## src/rtl/core/pip_pkg.sv

```systemverilog
// Shared constants, codes and control structs for the point-in-polygon test core.
package pip_pkg;

    // Fixed field and register widths
    localparam int SLOT_W      = 6;
    localparam int SIDE_CNT_W  = 7;
    localparam int M_TDATA_W   = 8;
    localparam int APB_ADDR_W  = 3;
    localparam int APB_DATA_W  = 32;

    // Defaults for the top-level parameters
    localparam int MAX_SIDES_DEF = 64;
    localparam int COORD_W_DEF   = 16;

    // Register index, taken from paddr above the byte lanes
    localparam logic [APB_ADDR_W-3:0] REG_IDX_SIDE_COUNT = '0;

    // Operation carried in tuser
    typedef enum logic {
        OP_LOAD  = 1'b0,
        OP_QUERY = 1'b1
    } op_t;

    // Sequencer to edge unit
    typedef struct packed {
        logic clear;      // start of a query: drop the inside flag
        logic vtx_valid;  // a vertex from the store is on vtx_x / vtx_y
        logic prime;      // this vertex only seeds the previous-vertex register
    } edge_ctrl_t;

    // Edge unit to sequencer
    typedef struct packed {
        logic busy;       // edges still in flight
        logic in_poly;    // even-odd flag so far
    } edge_stat_t;

endpackage

```

## src/rtl/core/pip_vertex_mem.sv

```systemverilog
// Vertex store: one write port, one read port with registered read data.
module pip_vertex_mem #(
    parameter int DEPTH  = pip_pkg::MAX_SIDES_DEF,
    parameter int DATA_W = 2 * pip_pkg::COORD_W_DEF
) (
    input  logic                     aclk,
    input  logic                     wr_en,
    input  logic [$clog2(DEPTH)-1:0] wr_addr,
    input  logic [DATA_W-1:0]        wr_data,
    input  logic                     rd_en,
    input  logic [$clog2(DEPTH)-1:0] rd_addr,
    output logic [DATA_W-1:0]        rd_data
);

    logic [DATA_W-1:0] mem [DEPTH];
    logic [DATA_W-1:0] rd_data_reg;

    // Write a vertex
    always_ff @(posedge aclk) begin
        if (wr_en) begin
            mem[wr_addr] <= wr_data;
        end
    end

    // Read a vertex into the registered read data
    always_ff @(posedge aclk) begin
        if (rd_en) begin
            rd_data_reg <= mem[rd_addr];
        end
    end

    assign rd_data = rd_data_reg;

endmodule

```

## src/rtl/core/pip_edge_unit.sv

```systemverilog
// Shared edge unit: one polygon side per cycle, pipelined crossing test and even-odd toggle.
module pip_edge_unit #(
    parameter int COORD_W = pip_pkg::COORD_W_DEF
) (
    input  logic                      aclk,
    input  logic                      aresetn,
    input  pip_pkg::edge_ctrl_t       ctrl,
    input  logic signed [COORD_W-1:0] vtx_x,
    input  logic signed [COORD_W-1:0] vtx_y,
    input  logic signed [COORD_W-1:0] pt_x,
    input  logic signed [COORD_W-1:0] pt_y,
    output pip_pkg::edge_stat_t       stat
);

    localparam int DW = COORD_W + 1;
    localparam int PW = 2 * DW;

    // Previous vertex (j end of the side)
    logic signed [COORD_W-1:0] prev_x_reg;
    logic signed [COORD_W-1:0] prev_y_reg;

    // Stage 0, combinational: differences and straddle test
    logic signed [DW-1:0] dyi_c;
    logic signed [DW-1:0] dxi_c;
    logic signed [DW-1:0] dxj_c;
    logic signed [DW-1:0] dyj_c;
    logic                 straddle_c;
    logic                 near_c;

    // Stage 1 registers
    logic                 valid1_reg;
    logic                 count1_reg;
    logic signed [DW-1:0] dyi1_reg;
    logic signed [DW-1:0] dxi1_reg;
    logic signed [DW-1:0] dxj1_reg;
    logic signed [DW-1:0] dyj1_reg;

    // Stage 2 registers
    logic                 valid2_reg;
    logic                 count2_reg;
    logic                 dypos2_reg;
    logic signed [PW-1:0] prod_a_reg;
    logic signed [PW-1:0] prod_b_reg;

    logic left_c;
    logic inside_reg;

    assign dyi_c = $signed({pt_y[COORD_W-1], pt_y}) - $signed({vtx_y[COORD_W-1], vtx_y});
    assign dxi_c = $signed({pt_x[COORD_W-1], pt_x}) - $signed({vtx_x[COORD_W-1], vtx_x});
    assign dxj_c = $signed({prev_x_reg[COORD_W-1], prev_x_reg})
                 - $signed({vtx_x[COORD_W-1], vtx_x});
    assign dyj_c = $signed({prev_y_reg[COORD_W-1], prev_y_reg})
                 - $signed({vtx_y[COORD_W-1], vtx_y});

    assign straddle_c = ((vtx_y < pt_y) && (prev_y_reg >= pt_y))
                     || ((prev_y_reg < pt_y) && (vtx_y >= pt_y));
    assign near_c     = (vtx_x <= pt_x) || (prev_x_reg <= pt_x);

    // Hold the last vertex seen as the j end of the next side
    always_ff @(posedge aclk) begin
        if (ctrl.vtx_valid) begin
            prev_x_reg <= vtx_x;
            prev_y_reg <= vtx_y;
        end
    end

    // Stage 1: register differences
    always_ff @(posedge aclk) begin
        if (!aresetn) begin
            valid1_reg <= 1'b0;
        end else begin
            valid1_reg <= ctrl.vtx_valid && !ctrl.prime;
        end
        count1_reg <= straddle_c && near_c;
        dyi1_reg   <= dyi_c;
        dxi1_reg   <= dxi_c;
        dxj1_reg   <= dxj_c;
        dyj1_reg   <= dyj_c;
    end

    // Stage 2: both cross products
    always_ff @(posedge aclk) begin
        if (!aresetn) begin
            valid2_reg <= 1'b0;
        end else begin
            valid2_reg <= valid1_reg;
        end
        count2_reg <= count1_reg;
        dypos2_reg <= !dyj1_reg[DW-1];
        prod_a_reg <= dyi1_reg * dxj1_reg;
        prod_b_reg <= dxi1_reg * dyj1_reg;
    end

    // Stage 3: compare, with the order flipped by the sign of the y span
    assign left_c = dypos2_reg ? (prod_a_reg < prod_b_reg) : (prod_b_reg < prod_a_reg);

    // Toggle the even-odd flag on a crossing left of the point
    always_ff @(posedge aclk) begin
        if (!aresetn) begin
            inside_reg <= 1'b0;
        end else if (ctrl.clear) begin
            inside_reg <= 1'b0;
        end else if (valid2_reg && count2_reg && left_c) begin
            inside_reg <= !inside_reg;
        end
    end

    assign stat.busy    = valid1_reg || valid2_reg;
    assign stat.in_poly = inside_reg;

endmodule

```

## src/rtl/core/point_in_polygon_test_core.sv

```systemverilog
// Top level of the point-in-polygon test core: ports, sequencer, config register.
//
//   channel   | direction | beat contents
//   ----------+-----------+--------------------------------------------------
//   s_axis    | in        | tuser: operation; tdata: vertex_slot, coord_x, coord_y
//   m_axis    | out       | tdata: inside_res, one beat per query
//   apb       | in        | side_count at byte address 0
//
// A load leaves s_axis_tready high. A query over n sides (n = side_count, capped at
// MAX_SIDES) holds s_axis_tready low until its result is loaded: n + 1 reads of the
// vertex store, a drain of the last read and the edge pipeline, then the load of the
// result into the output register. With no sides, no reads and no drain.
// A full output register holds the sequencer until the result beat is taken.
// Reset is synchronous; it clears the sequencer and side_count, not the store.
module point_in_polygon_test_core #(
    parameter int MAX_SIDES = pip_pkg::MAX_SIDES_DEF,
    parameter int COORD_W   = pip_pkg::COORD_W_DEF
) (
    input  logic                            aclk,
    input  logic                            aresetn,

    input  logic                            s_axis_tvalid,
    output logic                            s_axis_tready,
    // tdata: vertex_slot, coord_x, coord_y (lowest bits first), zero padded
    input  logic [((pip_pkg::SLOT_W + 2 * COORD_W + 7) / 8) * 8 - 1:0] s_axis_tdata,
    // tuser: operation
    input  logic [0:0]                      s_axis_tuser,

    output logic                            m_axis_tvalid,
    input  logic                            m_axis_tready,
    // tdata: inside_res in bit 0, zero padded
    output logic [pip_pkg::M_TDATA_W-1:0]   m_axis_tdata,

    input  logic                            psel,
    input  logic                            penable,
    input  logic                            pwrite,
    input  logic [pip_pkg::APB_ADDR_W-1:0]  paddr,
    input  logic [pip_pkg::APB_DATA_W-1:0]  pwdata,
    output logic [pip_pkg::APB_DATA_W-1:0]  prdata,
    output logic                            pready
);

    localparam int AW    = $clog2(MAX_SIDES);
    localparam int CNT_W = $clog2(MAX_SIDES + 1);
    localparam int SW    = pip_pkg::SLOT_W;

    typedef enum logic [1:0] {
        ST_IDLE,
        ST_READ,
        ST_DRAIN,
        ST_FINISH
    } state_t;

    state_t state_reg;

    logic [pip_pkg::SIDE_CNT_W-1:0] side_count_reg;
    logic [CNT_W-1:0]               n_reg;
    logic [CNT_W-1:0]               rd_cnt_reg;
    logic signed [COORD_W-1:0]      px_reg;
    logic signed [COORD_W-1:0]      py_reg;
    logic                           m_valid_reg;
    logic                           m_inside_reg;
    logic                           mem_valid_reg;
    logic                           mem_prime_reg;

    logic                           in_beat;
    logic                           is_query;
    logic [SW-1:0]                  in_slot;
    logic signed [COORD_W-1:0]      in_x;
    logic signed [COORD_W-1:0]      in_y;
    logic [CNT_W-1:0]               n_clamp;
    logic                           cfg_hit;

    logic                           wr_en;
    logic                           rd_en;
    logic [AW-1:0]                  rd_addr;
    logic [2*COORD_W-1:0]           rd_data;

    pip_pkg::edge_ctrl_t            ctrl;
    pip_pkg::edge_stat_t            stat;

    // Unpack the input beat
    assign in_slot  = s_axis_tdata[SW-1:0];
    assign in_x     = s_axis_tdata[SW +: COORD_W];
    assign in_y     = s_axis_tdata[SW + COORD_W +: COORD_W];
    assign is_query = (s_axis_tuser[0] == pip_pkg::OP_QUERY);

    assign s_axis_tready = (state_reg == ST_IDLE);
    assign in_beat       = s_axis_tvalid && s_axis_tready;

    // Side count, capped at the store depth
    assign n_clamp = (32'(side_count_reg) > MAX_SIDES) ? CNT_W'(MAX_SIDES)
                                                       : CNT_W'(side_count_reg);

    // Config port
    assign pready  = 1'b1;
    assign cfg_hit = (paddr[pip_pkg::APB_ADDR_W-1:2] == pip_pkg::REG_IDX_SIDE_COUNT);
    assign prdata  = cfg_hit ? pip_pkg::APB_DATA_W'(side_count_reg) : '0;

    always_ff @(posedge aclk) begin
        if (!aresetn) begin
            side_count_reg <= '0;
        end else if (psel && penable && pwrite && pready && cfg_hit) begin
            side_count_reg <= pwdata[pip_pkg::SIDE_CNT_W-1:0];
        end
    end

    // Vertex loads; slots past the store are dropped
    assign wr_en = in_beat && !is_query && (32'(in_slot) < MAX_SIDES);

    // Read order: last vertex first to seed the closing side, then 0 .. n-1
    assign rd_en   = (state_reg == ST_READ);
    assign rd_addr = (rd_cnt_reg == '0) ? AW'(n_reg - CNT_W'(1))
                                        : AW'(rd_cnt_reg - CNT_W'(1));

    pip_vertex_mem #(
        .DEPTH  (MAX_SIDES),
        .DATA_W (2 * COORD_W)
    ) u_pip_mem (
        .aclk    (aclk),
        .wr_en   (wr_en),
        .wr_addr (AW'(in_slot)),
        .wr_data ({in_y, in_x}),
        .rd_en   (rd_en),
        .rd_addr (rd_addr),
        .rd_data (rd_data)
    );

    assign ctrl.clear     = in_beat && is_query;
    assign ctrl.vtx_valid = mem_valid_reg;
    assign ctrl.prime     = mem_prime_reg;

    pip_edge_unit #(
        .COORD_W (COORD_W)
    ) u_pip_edge (
        .aclk    (aclk),
        .aresetn (aresetn),
        .ctrl    (ctrl),
        .vtx_x   (rd_data[COORD_W-1:0]),
        .vtx_y   (rd_data[2*COORD_W-1:COORD_W]),
        .pt_x    (px_reg),
        .pt_y    (py_reg),
        .stat    (stat)
    );

    // Sequencer, read-data tags and output register
    always_ff @(posedge aclk) begin
        if (!aresetn) begin
            state_reg     <= ST_IDLE;
            rd_cnt_reg    <= '0;
            m_valid_reg   <= 1'b0;
            mem_valid_reg <= 1'b0;
            mem_prime_reg <= 1'b0;
        end else begin
            mem_valid_reg <= rd_en;
            mem_prime_reg <= rd_en && (rd_cnt_reg == '0);
            // Drop a taken result beat; the finish state reloads it itself
            if (m_valid_reg && m_axis_tready && (state_reg != ST_FINISH)) begin
                m_valid_reg <= 1'b0;
            end
            unique case (state_reg)
                ST_IDLE: begin
                    if (in_beat && is_query) begin
                        px_reg     <= in_x;
                        py_reg     <= in_y;
                        n_reg      <= n_clamp;
                        rd_cnt_reg <= '0;
                        state_reg  <= (n_clamp == '0) ? ST_FINISH : ST_READ;
                    end
                end
                ST_READ: begin
                    if (rd_cnt_reg == n_reg) begin
                        state_reg <= ST_DRAIN;
                    end else begin
                        rd_cnt_reg <= rd_cnt_reg + CNT_W'(1);
                    end
                end
                ST_DRAIN: begin
                    if (!mem_valid_reg && !stat.busy) begin
                        state_reg <= ST_FINISH;
                    end
                end
                ST_FINISH: begin
                    // Load the result once the output register is free
                    if (!m_valid_reg || m_axis_tready) begin
                        m_valid_reg  <= 1'b1;
                        m_inside_reg <= stat.in_poly;
                        state_reg    <= ST_IDLE;
                    end
                end
                default: begin
                    state_reg <= ST_IDLE;
                end
            endcase
        end
    end

    assign m_axis_tvalid = m_valid_reg;
    assign m_axis_tdata  = pip_pkg::M_TDATA_W'(m_inside_reg);

endmodule

```

## config.mk

```make
export PLATFORM = sky130hd
export DESIGN_NAME = point_in_polygon_test_core
export DESIGN_NICKNAME = d
export VERILOG_FILES = /design/src/rtl/core/pip_pkg.sv /design/src/rtl/core/pip_vertex_mem.sv /design/src/rtl/core/pip_edge_unit.sv /design/src/rtl/core/point_in_polygon_test_core.sv
export SDC_FILE = /design/constraint.sdc
export NUM_CORES = 2
export LEC_CHECK = 0
export ABC_AREA = 1
export BUFFER_PORTS_ARGS = -buffer_cell sky130_fd_sc_hd__buf_2
export CORE_ASPECT_RATIO = 1.75
export CORE_MARGIN = 3
export CORE_UTILIZATION = 58
export DETAILED_ROUTE_END_ITERATION = 6
export GPL_TIMING_DRIVEN = 0
export HOLD_SLACK_MARGIN = 0.12
export PLACE_DENSITY_LB_ADDON = 0.12
export SLEW_MARGIN = 20
export SYNTH_ARGS = -nofsm -noshare
export SYNTH_HDL_FRONTEND = slang
export SYNTH_HIERARCHICAL = 1
export SYNTH_SLANG_ARGS = --single-unit
```

## constraint.sdc

```tcl
create_clock -name aclk -period 5.41 [get_ports aclk]
set_input_delay 0.8115 -clock aclk [delete_from_list [all_inputs] [get_ports aclk]]
set_output_delay 0.8115 -clock aclk [all_outputs]
set_load 0.01 [all_outputs]
```

# Yosys cells after proc, flatten, opt, wreduce, memory -nomap -nowiden
# Memory sizes are Yosys's and may differ from the RTL's. A register that Yosys moved wholly into a read port is not among the register bits.
# Cells that the tools add are included.
# totals
ff_bits	233
mem_bits_rw	2048
inputBits	83
output_inout_bits	43
mem_count	1
# classes
add_sub_neg	7
mul	2
order_cmp	9
n_eq_ne	10
mux	18
n_bitwise	2
n_reduce_logical	36
# memory_table
memory	words	width	rd	rd_clocked_by_memory_dff	wr	line_no	source
u_pip_mem.mem	64	32	1	1	1	pip_vertex_mem.sv:15	logic [DATA_W-1:0] mem [DEPTH];
# ops
op	n
$lt 34x34->1	2
$mul 17x17->34	2
$sub 16x16->17	4
$ge 16x16->1	2
$le 16x16->1	2
$lt 16x16->1	2
$mux 7	4
$logic_and 1x1->1	16
$logic_not 7->1	2
$pmux 7 s2	1
$sub 6x1->6 const B	2
$mux 2	5
$reduce_and 3->1	3
$ne 2x2->1 const B	4
$pmux 2 s4	1
$add 7x1->7 const B	1
$eq 7x7->1	1
$gt 7x7->1 const B	1
$logic_not 1->1	7
$mux 1	6
$mux 6	1
$eq 2x2->1 const B	2
$logic_or 1x1->1	4
$ne 2x1->1 const B	2
other kinds (6)	7

# Logic depth before layout (Yosys ltp)
# depth
ltp_word	6
mapped_depth	30
ltp_nobuf	28

# Hierarchy
# The synthesis kept the hierarchy.
# modules_own_cells
module	n_inst	cells_each	area_each_um2
pip_vertex_mem	1	6769	83058.4
pip_edge_unit	1	3837	31545.3
point_in_polygon_test_core	1	302	2901.5

# Worst setup path before layout
# No wires, ideal clock.
# synth_path
kind	reg-to-reg
start	reg u_pip_edge.dyi1_reg[16]
end	reg u_pip_edge.prod_a_reg[33]
arrival_ps	5524
required_time_ps	5288
path_slack_ps	-236
path_stages_with_launch	25
synth_period_minus_slack_ps	5646
cell_sequence	dfxtp_1 clkbuf_1 clkbuf_1 nand2_1 inv_1 fa_1 fa_1 fa_1 fa_1 fa_1 inv_1 fa_1 inv_1 ha_1 nand2_1 inv_1 nand2_1 nor2_1 nor2_1 nand3_2 nand3_1 nand2_1 nand2_1 nand3_2 xor2_1
# synth_between
elab_chain_len	1
# synth_rtl
item	line_no	source
from (decl)	pip_edge_unit.sv:33	logic signed [DW-1:0] dyi1_reg;
from (signal assigned)	pip_edge_unit.sv:75	dyi1_reg <= dyi_c;
$mul 17x17->34	pip_edge_unit.sv:90	prod_a_reg <= dyi1_reg * dxj1_reg;
to (signal assigned)	pip_edge_unit.sv:90	
to (decl)	pip_edge_unit.sv:42	logic signed [PW-1:0] prod_a_reg;
# No other way between the ends.
# A chain may end at the register's enable or synchronous reset.

# Worst setup path in the final report
# layout_path
start	reg rd_cnt_reg[1]
end	reg u_pip_mem.rd_data_reg[8], in the netlist u_pip_mem/rd_data[8], read port of u_pip_mem.mem (data pin)
# layout_between
elab_chain_len	2
word_cells_on_any_way	3
# layout_rtl
item	line_no	source
from (decl)	point_in_polygon_test_core.sv:58	logic [CNT_W-1:0] rd_cnt_reg;
from (signal assigned)	point_in_polygon_test_core.sv:175	rd_cnt_reg <= rd_cnt_reg + CNT_W'(1);
$sub 6x1->6 or $logic_not 7->1 (tied branches)	point_in_polygon_test_core.sv:114, point_in_polygon_test_core.sv:113	
$mux 6 (*)	point_in_polygon_test_core.sv:113	assign rd_addr = (rd_cnt_reg == '0) ? AW'(n_reg - CNT_W'(1))
net rd_addr[1]	point_in_polygon_test_core.sv:76	logic [AW-1:0] rd_addr;
to (decl)	pip_vertex_mem.sv:16	logic [DATA_W-1:0] rd_data_reg;
# Mark *: on every way through the listed nets, which the timed path passes. The rest lies on a longest branch.

==> flow_summary.toml <==
[timing]
relSlewSlack_pct = 5.46
worstMarginPinSlew_ns = 1.41
drv_slew = 0
setup_ws_ns = -0.427
skew_ns = 0.0928
rsz0062_at_grt = "yes"
final-setup-viol-count = 25
fin_crit_sh_pct = 108
period_minus_slack_ns = 5.84
max_freq_mhz = 171
finalHoldViolations = 0

[logic_synthesis]
yosysTopAreaCell = "edfxtp_1"
synth_top_area_share_pct = 55.0
ys_ff_latch = 2313
synth_area_leaders = "edfxtp_1 (55%), fa_1 (10%), nand2_1 (10%), nand3_1 (8.3%), inv_1 (3.8%)"
synth_area_per_cell_um2 = 10.8
synth_cell_types = 65
synthesis.area_um2 = 118000
synth_commonest_cells = "nand2_1 (3119), edfxtp_1 (2152), nand3_1 (1956)"
ys_warn_count = 6
syn_inst = 10900
synth.most_common_cell = "nand2_1"
ys_dominant_reg_cell = "edfxtp_1"
synth_edf_count = 2152
ys_seq_area_share_pct = 57.7
synthArstFlopShare_pct = 0

[critical_path]
rrSetupSlack_ns = -0.43
critPathMaxFanout = 10
cp-start-kind = "flip-flop"
crit_arrival_ns = 6.39
critPathRequiredTime_ns = 5.97
rr_endpoint = "u_pip_mem/rd_data[8]$_DFFE_PP_"
critPathCaptureType = "flip-flop"
setup.worst_path.class = "flip-flop to flip-flop"
reg2reg_depth = 20
r2r-start = "rd_cnt_reg[1]$_SDFFE_PN0P_"

[status]
violations = "DRC, setup timing"
outcome = "finished with violations"

[min_path]
min_path_cells = 1
worstHoldPathType = "input port to flip-flop"
hold_start = "s_axis_tdata[10]"
holdPathEnd = "u_pip_mem/mem[38][4]$_DFFE_PP_"

[global_route]
overflow = 0
grt_pass1_wl_mm = 651
grtUsageTotal_pct = 45.3
antenna_found_initial = 56
grt_pass1_vias = 88800
grt_max_degree = 58

[route]
drt_pass1_iterations = 7
drc = 16
avgRoutedWirePerCell_um = 33.0
drtIter0Drc = 11600
vias_per_cell = 6.27
vias = 90300
wl_mm = 475
postRouteAntennaNets = 0

[cts]
clk_pin_slew_worst_paths_ns = 0.07
htreeDepth = 4
cts_buffer_depth = 4
clock_sink_count = 2313
cts-buffers-inserted = 207
clk-insertion-delay-late_ns = 0.90
clockRootBuffer = "clkbuf_16"
cts_tree = "yes"

[placed_design]
dpl.hpwl_mm = 347
portBuffers = 59
routabilityCongestion = 1.10

[die]
core_um2 = 202000
die_h_um = 601
initial_utilization_pct = 58.3
rows = 218
ios = 126
die_w_um = 346
die_area_um2 = 208000

[layout]
final_net_count = 12600
drive_above_1_share_pct = 15.4
fin_util_pct = 67.9
largest_reg_flops = 2048
area_delta_synth_final_pct = 16.5

[job]
drv_cap = 0
-- metrics by stage --
| step | setup WS (ns) | TNS [ns] | hold slack [ns] | area (um^2) | instances |
|---|---|---|---|---|---|
| global placement | -7.79 | -4468.04 | 0.374 | 121000 | 13600 |
| detailed placement | -2.14 | -54.47 | 0.381 | 126000 | 13900 |
| floorplan | 0.00244 | 0 | 0.310 | 118000 | 10900 |
| CTS | -0.411 | -3.34 | 0.243 | 135000 | 14300 |
| global route | -0.479 | -7.12 | 0.274 | 137000 | 14400 |
| finish | -0.427 | -4.56 | 0.277 | 137000 | 14400 |
-- cell families after synthesis --
kind of cell	synth area share [%]
AO/OA/AOI/OAI	1.72
XOR/XNOR	1.02
adder cells (fa/ha/maj)	13.5
buffers and inverters	6.47
flip-flops	57.7
multiplexers	0.00852
other	0.00639
AND/OR/NAND/NOR	19.6
-- repair_timing --
action | in CTS | in global routing
gates resized for setup | 581 | 303
endpoints found under the setup margin | 53 | 46
pin swaps | 126 | 192
setup buffers | 126 | 72
hold buffers | 0 | 0
cloned | 3 | 2
-- how the worst max path moves through the flow --
stage | startpoint | to | slack (ns) | cells past startpoint
finish | rd_cnt_reg[1]$_SDFFE_PN0P_ | u_pip_mem/rd_data[8]$_DFFE_PP_ | -0.43 | 20
global route | rd_cnt_reg[0]$_SDFFE_PN0P_ | u_pip_mem/rd_data[8]$_DFFE_PP_ | -0.48 | 16
CTS | u_pip_edge/dxj1_reg[16]$_DFF_P_ | u_pip_edge/prod_a_reg[33]$_DFF_P_ | -0.41 | 24
detailed placement | u_pip_edge/dxj1_reg[6]$_DFF_P_ | u_pip_edge/prod_a_reg[33]$_DFF_P_ | -2.14 | 24
global placement | s_axis_tvalid | u_pip_mem/mem[50][20]$_DFFE_PP_ | -7.79 | 6
floorplan | u_pip_edge/dxj1_reg[6]$_DFF_P_ | u_pip_edge/prod_a_reg[33]$_DFF_P_ | 0.002 | 24
-- worst max-delay path: stages (launching register included) --
cell     delay (ns)
dfxtp_1        0.38
inv_2          0.10
ha_1           0.14
inv_1          0.04
nor2_1         0.16
nand3_4        0.16
o21ai_1        0.23
inv_1          0.07
ha_1           0.27
inv_1          0.03
buf_2          0.28
inv_2          0.26
buf_2          0.67
buf_2          0.44
nand3_1        0.12
nand3_1        0.12
nand3_1        1.04
nand3_1        0.33
nand2_1        0.33
nand2_1        0.16
nand2_1        0.16
-- placed cells by master, fill, tap and decap left out, drive strengths merged, types with 9 or more instances in the layout --
master / instances
a21oi: 160
a21boi: 10
a31oi: 9
nand2: 3122
ha: 311
a21o: 14
nand4: 38
o21ai: 82
conb: 33
edfxtp: 2152
clkinvlp: 14
nor4: 16
inv: 1214
buf: 903
nand3: 1963
clkbuf: 384
nor3: 19
clkinv: 72
xor2: 81
or2: 10
fa: 596
dfxtp: 161
o21bai: 13
diode: 47
nor2: 218
bufinv: 23
xnor2: 55
-- metal layers --
layer / wire length (um) / global-route usage [%]
met1: 131000 / 44.1
met2: 226000 / 74.8
met3: 49100 / 10.8
met4: 68500 / 50.4
met5: 87 / 0.0232
-- final cells by class --
| cell class | count | area (um^2) |
|---|---|---|
| fill | 15100 | 64600 |
| inverter | 1209 | 4550 |
| clock buffer | 251 | 5480 |
| multi-input combinational | 6792 | 44400 |
| antenna | 47 | 118 |
| sequential | 2313 | 68100 |
| buffer | 562 | 3740 |
| clock inverter | 114 | 1210 |
| timing repair buffer | 475 | 6050 |
| tap | 2640 | 3300 |
Power is left out: the tool's default activity adds up to more than one toggle a clock period on the data nets, which glitch-free logic cannot reach.
